[src/rtl/tcphpm_ram.sv]
module tcphpm_ram #(
    parameter int WIDTH = 8,
    parameter int DEPTH = 16
) (
    input  logic                     clk,
    input  logic                     we,
    input  logic [$clog2(DEPTH)-1:0] waddr,
    input  logic [WIDTH-1:0]         wdata,
    input  logic [$clog2(DEPTH)-1:0] raddr,
    output logic [WIDTH-1:0]         rdata
);

    logic [WIDTH-1:0] mem [DEPTH];

    // write port and registered read port
    always_ff @(posedge clk)
    begin
        if (we)
        begin
            mem[waddr] <= wdata;
        end
        rdata <= mem[raddr];
    end

endmodule

[config.mk]
export PLATFORM = sky130hd
export DESIGN_NAME = tcphpm_ram
export DESIGN_NICKNAME = d
export VERILOG_FILES = /design/src/rtl/tcphpm_ram.sv
export SDC_FILE = /design/constraint.sdc
export NUM_CORES = 1
export LEC_CHECK = 0
export BUFFER_PORTS_ARGS = -buffer_cell sky130_fd_sc_hd__buf_2
export CAP_MARGIN = 15
export CORE_MARGIN = 5
export CORE_UTILIZATION = 49
export CTS_CLUSTER_SIZE = 10
export DETAILED_ROUTE_END_ITERATION = 6
export GPL_TIMING_DRIVEN = 0
export PLACE_DENSITY = 0.68
export SYNTH_ARGS = -nofsm -noshare
export SYNTH_HDL_FRONTEND = slang
export SYNTH_SLANG_ARGS = --single-unit
[constraint.sdc]
create_clock -name clk -period 3 [get_ports clk]
set_input_delay 0.45 -clock clk [delete_from_list [all_inputs] [get_ports clk]]
set_output_delay 0.45 -clock clk [all_outputs]
set_load 0.005 [all_outputs]
Word-level counts from Yosys, hierarchy flattened
Memory sizes are Yosys's and may differ from the RTL's. A register that Yosys moved wholly into a read port is not among the register bits.
Cells that the tools add are included.
{ "totals": {"register_bits": 0, "mem_bits_rw": 128, "input_bits": 18, "output_inout_bits": 8, "elab_cells": 3, "mem_count": 1} }
{ "memory_table": {"columns": ["memory", "depth", "word_bits", "rd", "rd_clocked_by_memory_dff", "wr", "line", "rtl"], "rows": [
  ["mem", 16, 8, 1, 1, 1, "13", "logic [WIDTH-1:0] mem [DEPTH];"]
]} }
{ "classes": {"muxes": 2} }
{ "ops": {"columns": ["cell", "count"], "rows": [
  ["2-to-1 mux 1 bit", 2]
]} }

Depth between registers and ports, before layout
{ "depth": {"word_depth": 2, "ltp_mapped": 5, "ltp_nobuf": 3} }

Least setup slack after synthesis
Ideal clock, no wire load.
{ "synth_path": {"path_type": "input to register", "startpoint": "in waddr[2]", "endpoint": "mem mem[0][0] (enable)", "setup_time_ns": 0.383, "t_arrival_ns": 1.560, "path_slack_ns": 1.057, "path_stages": 2, "path_buffers": 0, "cell_sequence": "or3b_2 nor3_1"} }
{ "synth_lines": {"columns": ["element", "line", "rtl"], "rows": [
  ["start: declaration", "7", "input logic [$clog2(DEPTH)-1:0] waddr,"],
  ["end: declaration", "13", null]
]} }
No word-level cell before the write port.

Worst setup path after layout
{ "layout_path": {"startpoint": "in waddr[2]", "endpoint": "mem mem[2][2] (enable)"} }
No word-level cell before the write port.

==> impl_results.md <==
- CTS tree: done
- Fillcell total: 755
- Starting Density: 50.1%
- Overall Global Routing Usage: 16.7%
- Mapped Nets: 247
- Die width: around 110 um
- Skew final: roughly 0.007 ns
- RSZ-0062 raised after global routing: false
- Root buffer cell: clkbuf_8
- Pwr/cell area: 734 nW/um2
- # setup viols final: 0
- FF-to-FF path depth: 3
- Hold depth: 1
- Total Wirelength: roughly 10 mm
- Post-route antenna net violation count: 0
- Clk sinks: 136
- Synth top area share: 74.7%
- Die H: 112 um
- # rows: 37
- N_diodes: 0
- Drt wl/cell: 23.0 um
- H-tree depth: 4
- IO Pins: 26
- Sw frac: between 10% and 20%
- Gpl congestion: 0.724
- Crit path required time: around 3.1 ns
- Post-cts gate resize count: 0
- Congestion Overflow GR: 0
- Max FO, Critical Path: 8
- DR iter-0 viols: 152
- Tightest Pin Transition: roughly 0.82 ns
- NetSw: roughly 880 uW
- Peak VDD IR: 0.000321 V
- Leading area contributor after synthesis: edfxtp_1
- Clock Power Share: between 40% and 50%
- Synth unique cells: 19
- Register share of total power: 47.9%
- Post-Syn Area: 5150 um2
- Combinational power share: 4.5%
- Worst setup SP type: primary input
- Global-route wire length before repair: 14.9 mm
- Fmax: 0.624 GHz
- Leak: 0.00205 uW
- Final period util: between 50 and 60%
- Max cap viols: 0
- Yosys warning total: 0
- Clk_lat worst skew: approximately 0.52 ns
- #FFs+latches synth: 136
- Final count of hold timing violations: 0
- I/O Buffers: 24
- Seq/Total Area, Yosys: 77.8%
- Min cycle time layout: 1.60 ns
- Drt first pass iters: 4
- Die ar.: 12700 um2
- Layout cells sized above 1: 29.8%
- Syn avg cell area: around 22 um2
- Worst-path clk slew: 0.06 ns
- Overall Power: 4460 uW
- Most common cell after layout, fill and taps aside: edfxtp_1
- Largest net degree at the start of global routing: 17
- Max-slew violation count: 0
- Via/cell ratio: 5.60
- Hold buffer count at cts: 0
- Setup crit end kind: flop
- DP HPWL: 6.02 mm
- Most frequent cells in the layout: 128 x edfxtp_1, 30 x buf_2, 18 x mux4_2
- Status: finished, final reports clean
- TritonCTS buffer count: 17
- Number of global-route vias before repair: roughly 2400
- Hold crit path type: in -> reg
- Final setup TNS: 0 ns
- CTS Buffer Depth: 2
- Type of the worst setup path: in -> reg
- Initial antenna violation count: 0
- WP data arrival: approximately 1.7 ns
- Layout Nets: around 290
- Post-CTS Setup Repair Bufs: 0
- Post-Syn Instances: roughly 230
- Top post-synthesis cells by area: edfxtp_1 75%, mux4_2 7.9%, mux4_1 7.1%, dfxtp_1 3.1%, a22oi_1 2.3%
- Routed vias: roughly 2400
- Rel. slew slack: 45.1%
- DRC: 0
- Core area: 10300 um2
- Internal Power: about 3600 uW
- Layout area overhead: 17.9%
[power by group through the flow]
stage / logic, uW / clock network (uW) / registers (uW)
final: 199 / 2130 / 2130
after global routing: 216 / 2250 / 2140
after CTS: 202 / 2160 / 2130
after detailed placement: 200 / 0 / 2170
after global placement: 196 / 0 / 2170
after floorplan: 108 / 0 / 2170
[state kept, by name, summed over array words and instances, names as in the netlist]
| name | flops |
|---|---|
| mem | 128 |
| rdata | 8 |
[cell families after synthesis]
| group | after synthesis | share of synthesized area [%] |
|---|---|---|
| buffers and inverters | 10 | 1.68 |
| and+or+nand+nor | 35 | 3.18 |
| AOI/OAI and AO/OA | 16 | 2.33 |
| muxes | 32 | 15.0 |
| DFF | 136 | 77.8 |
[layer usage]
metal | GRT usage, % | vias to the layer above | part of all wire [%]
met5 | 0 | - | 0
met2 | 26.2 | 76 | 50
met4 | 6.01 | 0 | 1.1
li1 | - | 1071 | -
met1 | 22.9 | 1228 | 43
met3 | 4.42 | 7 | 5.5
[critical path, cell delays in order]
cell and delay (ns):
buf_2 0.11, or3b_2 0.52, nor2_1 0.65
[synthesized netlist by cell type, drive strengths merged]
| cell | number |
|---|---|
| edfxtp | 128 |
| mux4 | 32 |
| a22oi | 16 |
| nor2 | 13 |
| nand2 | 9 |
| dfxtp | 8 |
| buf | 7 |
| nor3 | 4 |
| clkdlybuf4s25 | 3 |
| nand2b | 2 |
| nand3b | 2 |
| and2 | 1 |
| and2b | 1 |
| nand3 | 1 |
| nor2b | 1 |
| or3b | 1 |
[through the flow]
step	setup WS, ns	hold WS [ns]	cell area (um2)	std cells	util (%)
floorplan	1.06	0.549	5150	229	-
global placement	0.481	0.655	5440	389	52.9
CTS	1.39	0.320	6060	423	59.0
global route	1.36	0.329	6070	425	59.1
finish	1.40	0.343	6070	425	59.1
detailed placement	0.852	0.679	5450	391	53.0
[area by class of cell]
cell class	count	area, um2	area share, %
buffer	10	86.3	1.42
timing repair buffer	28	143	2.35
clock inverter	11	171	2.82
sequential	136	4000	66.0
clock buffer	21	439	7.23
multi-input combinational	83	1060	17.4
tap	136	170	2.80
[worst paths after layout]
| kind | startpoint | end | slack (ns) |
|---|---|---|---|
| min | wdata[6] | mem[7][6] | 0.34 |
| max reg2reg | mem[6][0] | rdata[0] | 1.58 |
| min reg2reg | mem[8][1] | rdata[1] | 0.68 |
| max | waddr[2] | mem[2][2] | 1.40 |
Note: power is estimated with default switching activity, not from simulation.
